===== config.mk =====
export PLATFORM = sky130hd
export DESIGN_NAME = image_rotate_address_map_top
export DESIGN_NICKNAME = d
export VERILOG_FILES = /design/src/rtl/core/imrot_pkg.sv /design/src/rtl/core/image_rotate_address_map_top.sv
export SDC_FILE = /design/constraint.sdc
export NUM_CORES = 2
export LEC_CHECK = 0
export BUFFER_PORTS_ARGS = -buffer_cell sky130_fd_sc_hd__buf_2
export CORE_AREA = 2 2 373 375
export DETAILED_ROUTE_END_ITERATION = 6
export DIE_AREA = 0 0 375 377
export SLEW_MARGIN = 10
export SYNTH_ARGS = -nofsm -noshare
export SYNTH_HDL_FRONTEND = slang
export SYNTH_SLANG_ARGS = --single-unit

===== constraint.sdc =====
create_clock -name i_clk -period 8.9 [get_ports i_clk]
set_input_delay 0 -clock i_clk [delete_from_list [all_inputs] [get_ports i_clk]]
set_output_delay 0 -clock i_clk [all_outputs]
set_load 0.005 [all_outputs]

===== src/rtl/core/imrot_pkg.sv =====
`timescale 1ns / 1ps

package imrot_pkg;

    localparam int FRAC_BITS  = 14;
    localparam int SRC_DIM_W  = 11;
    localparam int DST_DIM_W  = 12;
    localparam int COORD_W    = 11;
    localparam int COEF_W     = 16;
    localparam int CTR_W      = 12;
    localparam int PROD_W     = 28;
    localparam int SUM_W      = 29;
    localparam int ROT_W      = SUM_W - FRAC_BITS;
    localparam int OFS_W      = 16;
    localparam int SIDX_W     = 20;
    localparam int DIDX_W     = 22;
    localparam int SPROD_W    = 2 * SRC_DIM_W;
    localparam int ADDR_W     = 5;
    localparam int DATA_W     = 32;

    localparam logic signed [SUM_W-1:0] ROUND_BIAS = SUM_W'((1 << FRAC_BITS) - 1);
    localparam logic signed [COEF_W-1:0] COS_RESET = COEF_W'(1 << FRAC_BITS);

    typedef enum logic [2:0] {
        REG_SRC_WIDTH  = 3'd0,
        REG_SRC_HEIGHT = 3'd1,
        REG_DST_WIDTH  = 3'd2,
        REG_DST_HEIGHT = 3'd3,
        REG_COS_ANGLE  = 3'd4,
        REG_SIN_ANGLE  = 3'd5
    } t_reg_idx;

endpackage


===== src/rtl/core/image_rotate_address_map_top.sv =====
// throughput: one item per cycle; each stage holds while the next is full and stalled
// stages: center, multiply, sum and truncate, bound check, index multiply, index add
// reset: synchronous active-low i_rst_n clears all stage valid bits and loads
// the configuration registers with their defaults (1x1 frames, zero angle)
`timescale 1ns / 1ps

module image_rotate_address_map_top (
    input  logic                              i_clk,
    input  logic                              i_rst_n,
    input  logic                              psel,
    input  logic                              penable,
    input  logic                              pwrite,
    input  logic [imrot_pkg::ADDR_W-1:0]      paddr,
    input  logic [imrot_pkg::DATA_W-1:0]      pwdata,
    output logic [imrot_pkg::DATA_W-1:0]      prdata,
    output logic                              pready,
    input  logic                              i_valid,
    output logic                              o_ready,
    input  logic [imrot_pkg::COORD_W-1:0]     i_dst_col,
    input  logic [imrot_pkg::COORD_W-1:0]     i_dst_row,
    output logic                              o_valid,
    input  logic                              i_ready,
    output logic [imrot_pkg::SIDX_W-1:0]      o_src_index,
    output logic [imrot_pkg::DIDX_W-1:0]      o_dst_index,
    output logic                              o_hit
);

    // configuration registers
    logic [imrot_pkg::SRC_DIM_W-1:0]        r_src_width, r_src_height;
    logic [imrot_pkg::DST_DIM_W-1:0]        r_dst_width, r_dst_height;
    logic signed [imrot_pkg::COEF_W-1:0]    r_cos_angle, r_sin_angle;
    logic                                   w_wr;
    imrot_pkg::t_reg_idx                    w_idx;

    assign pready = 1'b1;
    assign w_wr   = psel & penable & pwrite & pready;
    assign w_idx  = imrot_pkg::t_reg_idx'(paddr[imrot_pkg::ADDR_W-1:2]);

    always_ff @(posedge i_clk) begin
        if (!i_rst_n) begin
            r_src_width  <= imrot_pkg::SRC_DIM_W'(1);
            r_src_height <= imrot_pkg::SRC_DIM_W'(1);
            r_dst_width  <= imrot_pkg::DST_DIM_W'(1);
            r_dst_height <= imrot_pkg::DST_DIM_W'(1);
            r_cos_angle  <= imrot_pkg::COS_RESET;
            r_sin_angle  <= '0;
        end else if (w_wr) begin
            unique case (w_idx)
                imrot_pkg::REG_SRC_WIDTH:  r_src_width  <= pwdata[imrot_pkg::SRC_DIM_W-1:0];
                imrot_pkg::REG_SRC_HEIGHT: r_src_height <= pwdata[imrot_pkg::SRC_DIM_W-1:0];
                imrot_pkg::REG_DST_WIDTH:  r_dst_width  <= pwdata[imrot_pkg::DST_DIM_W-1:0];
                imrot_pkg::REG_DST_HEIGHT: r_dst_height <= pwdata[imrot_pkg::DST_DIM_W-1:0];
                imrot_pkg::REG_COS_ANGLE:  r_cos_angle  <= pwdata[imrot_pkg::COEF_W-1:0];
                imrot_pkg::REG_SIN_ANGLE:  r_sin_angle  <= pwdata[imrot_pkg::COEF_W-1:0];
                default: ;
            endcase
        end
    end

    always_comb begin
        prdata = '0;
        unique case (w_idx)
            imrot_pkg::REG_SRC_WIDTH:  prdata = imrot_pkg::DATA_W'(r_src_width);
            imrot_pkg::REG_SRC_HEIGHT: prdata = imrot_pkg::DATA_W'(r_src_height);
            imrot_pkg::REG_DST_WIDTH:  prdata = imrot_pkg::DATA_W'(r_dst_width);
            imrot_pkg::REG_DST_HEIGHT: prdata = imrot_pkg::DATA_W'(r_dst_height);
            imrot_pkg::REG_COS_ANGLE:  prdata = imrot_pkg::DATA_W'(r_cos_angle);
            imrot_pkg::REG_SIN_ANGLE:  prdata = imrot_pkg::DATA_W'(r_sin_angle);
            default:                   prdata = '0;
        endcase
    end

    // stage valid bits and per-stage load enables
    logic [6:1] r_v;
    logic [6:1] w_en;

    assign w_en[6] = ~r_v[6] | i_ready;
    assign w_en[5] = ~r_v[5] | w_en[6];
    assign w_en[4] = ~r_v[4] | w_en[5];
    assign w_en[3] = ~r_v[3] | w_en[4];
    assign w_en[2] = ~r_v[2] | w_en[3];
    assign w_en[1] = ~r_v[1] | w_en[2];
    assign o_ready = w_en[1];
    assign o_valid = r_v[6];

    always_ff @(posedge i_clk) begin
        if (!i_rst_n) begin
            r_v <= '0;
        end else begin
            if (w_en[1]) r_v[1] <= i_valid;
            if (w_en[2]) r_v[2] <= r_v[1];
            if (w_en[3]) r_v[3] <= r_v[2];
            if (w_en[4]) r_v[4] <= r_v[3];
            if (w_en[5]) r_v[5] <= r_v[4];
            if (w_en[6]) r_v[6] <= r_v[5];
        end
    end

    // stage 1: center on destination frame
    logic signed [imrot_pkg::CTR_W-1:0]     r1_xc, r1_yc;
    logic signed [imrot_pkg::DST_DIM_W:0]   r1_drow;
    logic [imrot_pkg::COORD_W-1:0]          r1_col;

    always_ff @(posedge i_clk) begin
        if (w_en[1]) begin
            r1_xc   <= $signed({1'b0, i_dst_col}) - $signed({1'b0, r_dst_width[11:1]});
            r1_yc   <= $signed({1'b0, i_dst_row}) - $signed({1'b0, r_dst_height[11:1]});
            r1_drow <= $signed({1'b0, r_dst_height}) - $signed({2'b0, i_dst_row})
                       - $signed(13'sd1);
            r1_col  <= i_dst_col;
        end
    end

    // stage 2: rotation products and destination row product
    logic signed [imrot_pkg::PROD_W-1:0]    r2_xcos, r2_ysin, r2_xsin, r2_ycos;
    logic signed [2*imrot_pkg::DST_DIM_W+1:0] w2_dprod;
    logic [imrot_pkg::DIDX_W-1:0]           r2_dprod;
    logic [imrot_pkg::COORD_W-1:0]          r2_col;

    assign w2_dprod = r1_drow * $signed({1'b0, r_dst_width});

    always_ff @(posedge i_clk) begin
        if (w_en[2]) begin
            r2_xcos  <= r1_xc * r_cos_angle;
            r2_ysin  <= r1_yc * r_sin_angle;
            r2_xsin  <= r1_xc * r_sin_angle;
            r2_ycos  <= r1_yc * r_cos_angle;
            r2_dprod <= w2_dprod[imrot_pkg::DIDX_W-1:0];
            r2_col   <= r1_col;
        end
    end

    // stage 3: sums, truncation toward zero, destination index
    logic signed [imrot_pkg::SUM_W-1:0]     w3_sx, w3_sy, w3_bx, w3_by;
    logic signed [imrot_pkg::ROT_W-1:0]     r3_x, r3_y;
    logic [imrot_pkg::DIDX_W-1:0]           r3_didx;

    assign w3_sx = r2_xcos - r2_ysin;
    assign w3_sy = r2_xsin + r2_ycos;
    assign w3_bx = w3_sx + (w3_sx[imrot_pkg::SUM_W-1] ? imrot_pkg::ROUND_BIAS : '0);
    assign w3_by = w3_sy + (w3_sy[imrot_pkg::SUM_W-1] ? imrot_pkg::ROUND_BIAS : '0);

    always_ff @(posedge i_clk) begin
        if (w_en[3]) begin
            r3_x    <= w3_bx[imrot_pkg::SUM_W-1:imrot_pkg::FRAC_BITS];
            r3_y    <= w3_by[imrot_pkg::SUM_W-1:imrot_pkg::FRAC_BITS];
            r3_didx <= r2_dprod + imrot_pkg::DIDX_W'(r2_col);
        end
    end

    // stage 4: bound check against centered source
    logic signed [imrot_pkg::OFS_W-1:0]     w4_ux, w4_uy, w4_rt;
    logic                                   w4_hit;
    logic [imrot_pkg::SRC_DIM_W-1:0]        r4_ux, r4_rt;
    logic                                   r4_hit;
    logic [imrot_pkg::DIDX_W-1:0]           r4_didx;

    assign w4_ux = $signed({r3_x[imrot_pkg::ROT_W-1], r3_x})
                   + $signed({6'b0, r_src_width[10:1]});
    assign w4_uy = $signed({r3_y[imrot_pkg::ROT_W-1], r3_y})
                   + $signed({6'b0, r_src_height[10:1]});
    assign w4_rt = $signed({5'b0, r_src_height}) - $signed(16'sd1) - w4_uy;
    assign w4_hit = ~w4_ux[imrot_pkg::OFS_W-1]
                    & (w4_ux[imrot_pkg::OFS_W-2:0] < 15'(r_src_width))
                    & ~w4_uy[imrot_pkg::OFS_W-1]
                    & (w4_uy[imrot_pkg::OFS_W-2:0] < 15'(r_src_height));

    always_ff @(posedge i_clk) begin
        if (w_en[4]) begin
            r4_ux   <= w4_ux[imrot_pkg::SRC_DIM_W-1:0];
            r4_rt   <= w4_rt[imrot_pkg::SRC_DIM_W-1:0];
            r4_hit  <= w4_hit;
            r4_didx <= r3_didx;
        end
    end

    // stage 5: source row product
    logic [imrot_pkg::SPROD_W-1:0]          r5_sprod;
    logic [imrot_pkg::SRC_DIM_W-1:0]        r5_ux;
    logic                                   r5_hit;
    logic [imrot_pkg::DIDX_W-1:0]           r5_didx;

    always_ff @(posedge i_clk) begin
        if (w_en[5]) begin
            r5_sprod <= r4_rt * r_src_width;
            r5_ux    <= r4_ux;
            r5_hit   <= r4_hit;
            r5_didx  <= r4_didx;
        end
    end

    // stage 6: source index and output register
    logic [imrot_pkg::SPROD_W-1:0]          w6_sidx;
    logic [imrot_pkg::SIDX_W-1:0]           r6_sidx;
    logic                                   r6_hit;
    logic [imrot_pkg::DIDX_W-1:0]           r6_didx;

    assign w6_sidx = r5_sprod + imrot_pkg::SPROD_W'(r5_ux);

    always_ff @(posedge i_clk) begin
        if (w_en[6]) begin
            r6_sidx <= r5_hit ? w6_sidx[imrot_pkg::SIDX_W-1:0] : '0;
            r6_hit  <= r5_hit;
            r6_didx <= r5_didx;
        end
    end

    assign o_src_index = r6_sidx;
    assign o_dst_index = r6_didx;
    assign o_hit       = r6_hit;

`ifndef ASSERT_OFF
    a_miss_zero_index: assert property (@(posedge i_clk) disable iff (!i_rst_n)
        o_valid && !o_hit |-> o_src_index == '0)
        else $error("missed item carries a nonzero source index");

    a_accept_fills: assert property (@(posedge i_clk) disable iff (!i_rst_n)
        i_valid && o_ready |=> r_v[1])
        else $error("accepted item not held in first stage");

    a_reset_empty: assert property (@(posedge i_clk) disable iff (!i_rst_n)
        $past(!i_rst_n) |-> !o_valid)
        else $error("result valid right after reset");

    a_empty_ready: assert property (@(posedge i_clk) disable iff (!i_rst_n)
        !r_v[2] |-> o_ready)
        else $error("input stalled with an empty second stage");
`endif

endmodule


### Word level (Yosys, flattened, before mapping)

Index checks and enable logic that the tools add are counted.

* add/subtract/negate cells: 14
* multipliers: 6
* order comparisons: 2
* eq/ne operators: 5
* mux-type cells: 3
* bitwise logic cells: 19
* reductions and logical operators: 7

Operators with widths (number)
* case mux 32 bit (6 select lines): 1
* multiplier 12 x 16 -> 28 bit: 4
* adder 29 x 14 -> 29 bit: 2
* adder 15 x 11 -> 16 bit: 2
* less-than comparator 15 x 11 -> 1 bit: 2
* adder 28 x 28 -> 29 bit: 1
* subtractor 28 x 28 -> 29 bit: 1
* two-way mux 14 bit: 2
* subtractor 11 x 11 -> 12 bit: 2
* adder 22 x 11 -> 22 bit: 1
* multiplier 13 x 13 -> 22 bit: 1
* adder 20 x 11 -> 20 bit: 1
* multiplier 11 x 11 -> 20 bit: 1
* subtractor 12 x 11 -> 13 bit: 1
* subtractor 13 x 2 -> 13 bit, second input constant: 1
* AND reduction 2 bit: 6
* subtractor 11 x 1 -> 11 bit, second input constant: 1
* subtractor 11 bit: 1
* inverter 1 bit: 8
* equality test 3 x 2 -> 1 bit, second input constant: 2
* equality test 3 bit, second input constant: 2
* bitwise OR 1 bit: 6
* bitwise AND 1 bit: 5
* equality test 3 x 1 -> 1 bit, second input constant: 1
* zero test 3 bit: 1

* register bits: 471
* word-level logic and storage cells: 92

### Longest topological paths before layout

* depth in word-level cells: 7
* depth in mapped cells: 25
* depth with buffers taken out: 25

### Worst setup path before layout

Ideal clock, no wire load.

* path kind: reg2reg
* start: register r1_xc[11] in the netlist's numbering
* end: register r2_xsin[27] in the netlist's numbering, data pin
* library setup time: 260 ps
* data arrival time: 5786 ps
* required time: 8640 ps
* setup slack: 2854 ps
* stages on the path, launching flop included: 21
* period minus slack after synthesis: 6046 ps
* cells stage by stage: edfxtp_1 -> clkinv_1 -> buf_1 -> nor2_1 -> fa_1 -> fa_1 -> fa_1 -> fa_1 -> inv_1 -> fa_1 -> inv_1 -> ha_1 -> a21o_1 -> a21oi_1 -> o21ai_0 -> o31ai_1 -> o21bai_1 -> or4b_1 -> a31o_2 -> a21oi_1 -> xnor2_1

* longest elaborated chain between the ends: 1

Ends and longest elaborated chain
* start: declaration: line image_rotate_address_map_top.sv:100 `logic signed [imrot_pkg::CTR_W-1:0] r1_xc, r1_yc;`
* start signal: assignment: line image_rotate_address_map_top.sv:106 `r1_xc <= $signed({1'b0, i_dst_col}) - $signed({1'b0, r_dst_width[11:1]});`
* multiplier 12 x 16 -> 28 bit: line image_rotate_address_map_top.sv:126 `r2_xsin <= r1_xc * r_sin_angle;`
* end signal: assignment: line image_rotate_address_map_top.sv:126
* end: declaration: line image_rotate_address_map_top.sv:115 `logic signed [imrot_pkg::PROD_W-1:0] r2_xcos, r2_ysin, r2_xsin, r2_ycos;`

No other way between the ends.
A chain may end at the register's enable or synchronous reset.

### Final worst setup path

* start: register r_cos_angle[7] in the netlist's numbering
* end: register r2_ycos[27] in the netlist's numbering, data pin

* longest elaborated chain between the ends: 1

Ends and longest elaborated chain
* start: declaration: line image_rotate_address_map_top.sv:31 `logic signed [imrot_pkg::COEF_W-1:0] r_cos_angle, r_sin_angle;`
* start signal: assignment: line image_rotate_address_map_top.sv:45 `r_cos_angle <= imrot_pkg::COS_RESET;`
* start signal: assignment: line image_rotate_address_map_top.sv:53 `imrot_pkg::REG_COS_ANGLE: r_cos_angle <= pwdata[imrot_pkg::COEF_W-1:0];`
* multiplier 12 x 16 -> 28 bit: line image_rotate_address_map_top.sv:127 `r2_ycos <= r1_yc * r_cos_angle;`
* end signal: assignment: line image_rotate_address_map_top.sv:127
* end: declaration: line image_rotate_address_map_top.sv:115

No other way between the ends.

==> impl_results.md <==
* Post-route ant nets at 0
* Syn Std Cell Area at about 60000 µm²
* Share of layout cells above drive strength 1 at 5.393%
* Yosys top cell area share at a little over 30%
* First-pass GRT wire length at ~230000 µm
* Resize count post-CTS at 0
* CP Class: reg2reg
* Initial DRC Count at 2799
* Rel. slew slack at a little over a tenth
* Antenna violations before repair at 1
* Worst Hold Margin at between 90 and 100 ps
* Setup TNS at 0 ps
* FP Rows at 136
* Synth Area in XOR/XNOR at about 4.3%
* Area of the core at roughly 140000 µm²
* Main combinational cell family by area after synthesis: adder cells
* Total die area at approximately 140000 µm²
* Overall Power at between 0.009 and 0.01 W
* Top FF cell, synth: edfxtp_1
* Clock Sinks at about 470
* Yosys warns at 0
* FMAX at around 140 MHz
* Simple-gate area share of the yosys netlist at between 10% and 20%
* Max FO, Critical Path at 26
* Flip-flop and latch area at 13300 µm²
* Max-slew violation count at 0
* Clock Tree Root: clkbuf_16
* Post-synthesis mux area share at ~1.1%
* Most common cell after layout, fill and taps aside: inv_1
* CTS tree: built
* Worst hold path type: in2reg
* Die width at approximately 380 µm
* DRT Wirelength at between 100000 and 150000 µm
* Largest net degree at the start of global routing at between 80 and 90
* Tcrit/Tclk final at between 80% and 90%
* Area leader, netlist: fa_1
* Lkg Pwr at ~31 nW
* Commonest non-fill, non-tap cells in the layout: inv_1, fa_1, nand2_1, ha_1, and2_1
* Die Y at 377 µm
* CTS clk-pin slew, worst paths at approximately 60 ps
* Post-synth EDFFs at slightly below 400
* #FFs+latches synth at 471
* Startpoint Class: flop
* Maximum vdd ir drop at 0.1701 mV
* Skew final at roughly 26 ps
* Syn avg cell area at about 9.7 µm²
* FILL cells at roughly 13000
* Nets at 7776
* Pwr Density at ~150 nW/µm²
* Multi-input gate area at 41110 µm²
* Clock tree buffer depth at 3
* Via count at about 42000
* Vias in the first global route at around 42000
* Worst Tran Pin Value at approximately 1300 ps
* Arrival @ worst endpoint at 7570 ps
* Initial Utilization at between 40% and 50%
* Async set-reset flop share out of synthesis at 0%
* RSZ-0062 raised after global routing: false
* Status: finished, final reports clean
* Tmin final at 7155 ps
* Initial DRT Pass Iterations at 6
* Worst setup margin at approximately 1700 ps
* Post-synthesis sequential area ratio at about 22%
* Setup Slack @ Placement at between 1500 and 2000 ps
* Final Hold Vio Count at 0
* Grt ovf at 0
* Crit. End Element: flop
* Final setup vio count at 0
* Post-CTS Setup Bufs at 0
* Fin cells at between 8000 and 9000
* Clock latency on the worst-skew pair at ~700 ps
* Global-route usage over all layers at a little over a fifth
* Dpl cells at 7946
* H-tree depth at 2
* Layout Area Growth over Synthesis at 8.145%
* CP Data Required Time at ~9300 ps
* CTS Buf Count at between 50 and 60
* Syn Nets at ~7700
* Wire length per cell at roughly 18 µm
* DPL Wire Length at around 110000 µm
* Max Cap Viol at 0
* Synth Area in Compound Gates at under 10%
* Vias/cell at around 5.2
* PortBufs at between 100 and 150
* Synth top area cells: fa_1, edfxtp_1, ha_1, inv_1, nand2_1
* I/O pin cnt at ~140
* Cells after Synth at 6213
* Number of unique standard cell types used by synthesis at 90
* DRC at 0
* GPL Wtd Cong at roughly 0.88
* Adder-Cell Fraction of Synth Area at 41.79%
==> cells by family after synthesis <==
kind of cell             Yosys count
AO/OA/AOI/OAI                    637
AND/OR/NAND/NOR                 1757
XOR/XNOR                         297
adder cells (fa/ha/maj)         1454
flip-flops                       471
other                              1
buffers and inverters           1531
multiplexers                      65
==> repair_timing <==
item | 4_1_cts | 5_1_grt
endpoints found under the hold margin | 129 | 0
setup endpoints to repair | 0 | 0
hold buffers | 45 | 0
==> cells in the mapped netlist (16+ instances only) <==
master / number
a21oi_1: 167
buf_4: 17
ha_1: 526
nand4_1: 16
edfxtp_1: 387
o21a_1: 30
nand3_1: 51
clkbuf_1: 228
a21o_1: 52
inv_1: 1274
dfxtp_1: 84
a211oi_1: 23
and3_1: 26
mux2i_1: 56
or3_1: 16
fa_1: 928
nor2_1: 208
a21boi_0: 67
nor2b_1: 74
o21bai_1: 33
and2_1: 404
nor3_1: 41
o21ai_0: 128
o211ai_1: 24
xor2_1: 65
nand2b_1: 60
nand2_1: 805
xnor2_1: 232
==> critical path, cell delays in order (launching register included) <==
cell	delay (ps)
dfxtp_1	1210
and2_1	290
fa_1	430
ha_1	320
fa_1	510
inv_1	60
fa_1	480
fa_1	490
inv_1	40
ha_1	310
nor2b_1	150
o21ai_0	110
a21boi_0	260
o21ai_0	170
a21oi_1	360
a41oi_1	240
a2111oi_0	840
or3_1	260
a31o_2	150
a21oi_1	70
xnor2_1	120
==> cell type report <==
type	instances	share of cell area (%)
multi-input cells	4211	63.14
flip-flops and latches	471	20.43
inverters	1276	7.356
well taps	1794	3.448
clock buffers	79	2.608
repair buffers	239	2.452
clock inverters	29	0.5650
diodes	1	0.003843
==> path summary, 6_finish.rpt <==
path                  startpoint     endpoint  slack (ps)  cells past startpoint
setup / recovery  r_cos_angle[7]  r2_ycos[27]        1740                     20
hold / removal      i_dst_col[3]    r1_col[3]         100                      2
setup reg to reg  r_cos_angle[7]  r2_ycos[27]        1740                     20
hold reg to reg       r3_didx[2]   r4_didx[2]         410                      0
==> state kept, by name (all words and copies together), names as in the netlist, 12 cells and up <==
register	flops
r3_didx	22
r_dst_height	12
r2_xsin	28
r3_y	15
r5_didx	22
r_sin_angle	16
r2_dprod	22
r2_ysin	28
r_dst_width	12
r5_sprod	20
r1_yc	12
o_dst_index	22
o_src_index	20
r4_didx	22
r3_x	15
r1_xc	12
r1_drow	13
r_cos_angle	16
r2_ycos	28
r2_xcos	28
==> where the power goes <==
group          internal (W)  total, W  switching (W)  leakage [nW]
Clock               0.00150   0.00253        0.00103         0.998
Combinational       0.00144   0.00372        0.00227          25.1
Sequential          0.00304   0.00345       0.000409          4.87
==> per-layer routing <==
metal  track usage [%]  up-vias  routed length [µm]
li1                  -    19390                   -
met1             28.24    21130               62550
met2             36.25     1033               70070
met3             2.557      164                8067
met4             5.607        2                3947
met5                 0        -                  11
==> stage by stage <==
step	util [%]	area, µm²
6_report	47.53	65110
5_1_grt	47.53	65100
4_1_cts	47.52	65100
3_5_place_dp	45.69	62580
3_3_place_gp	45.69	62580
2_1_floorplan	-	60200
Power figures use the tool's default switching activity.
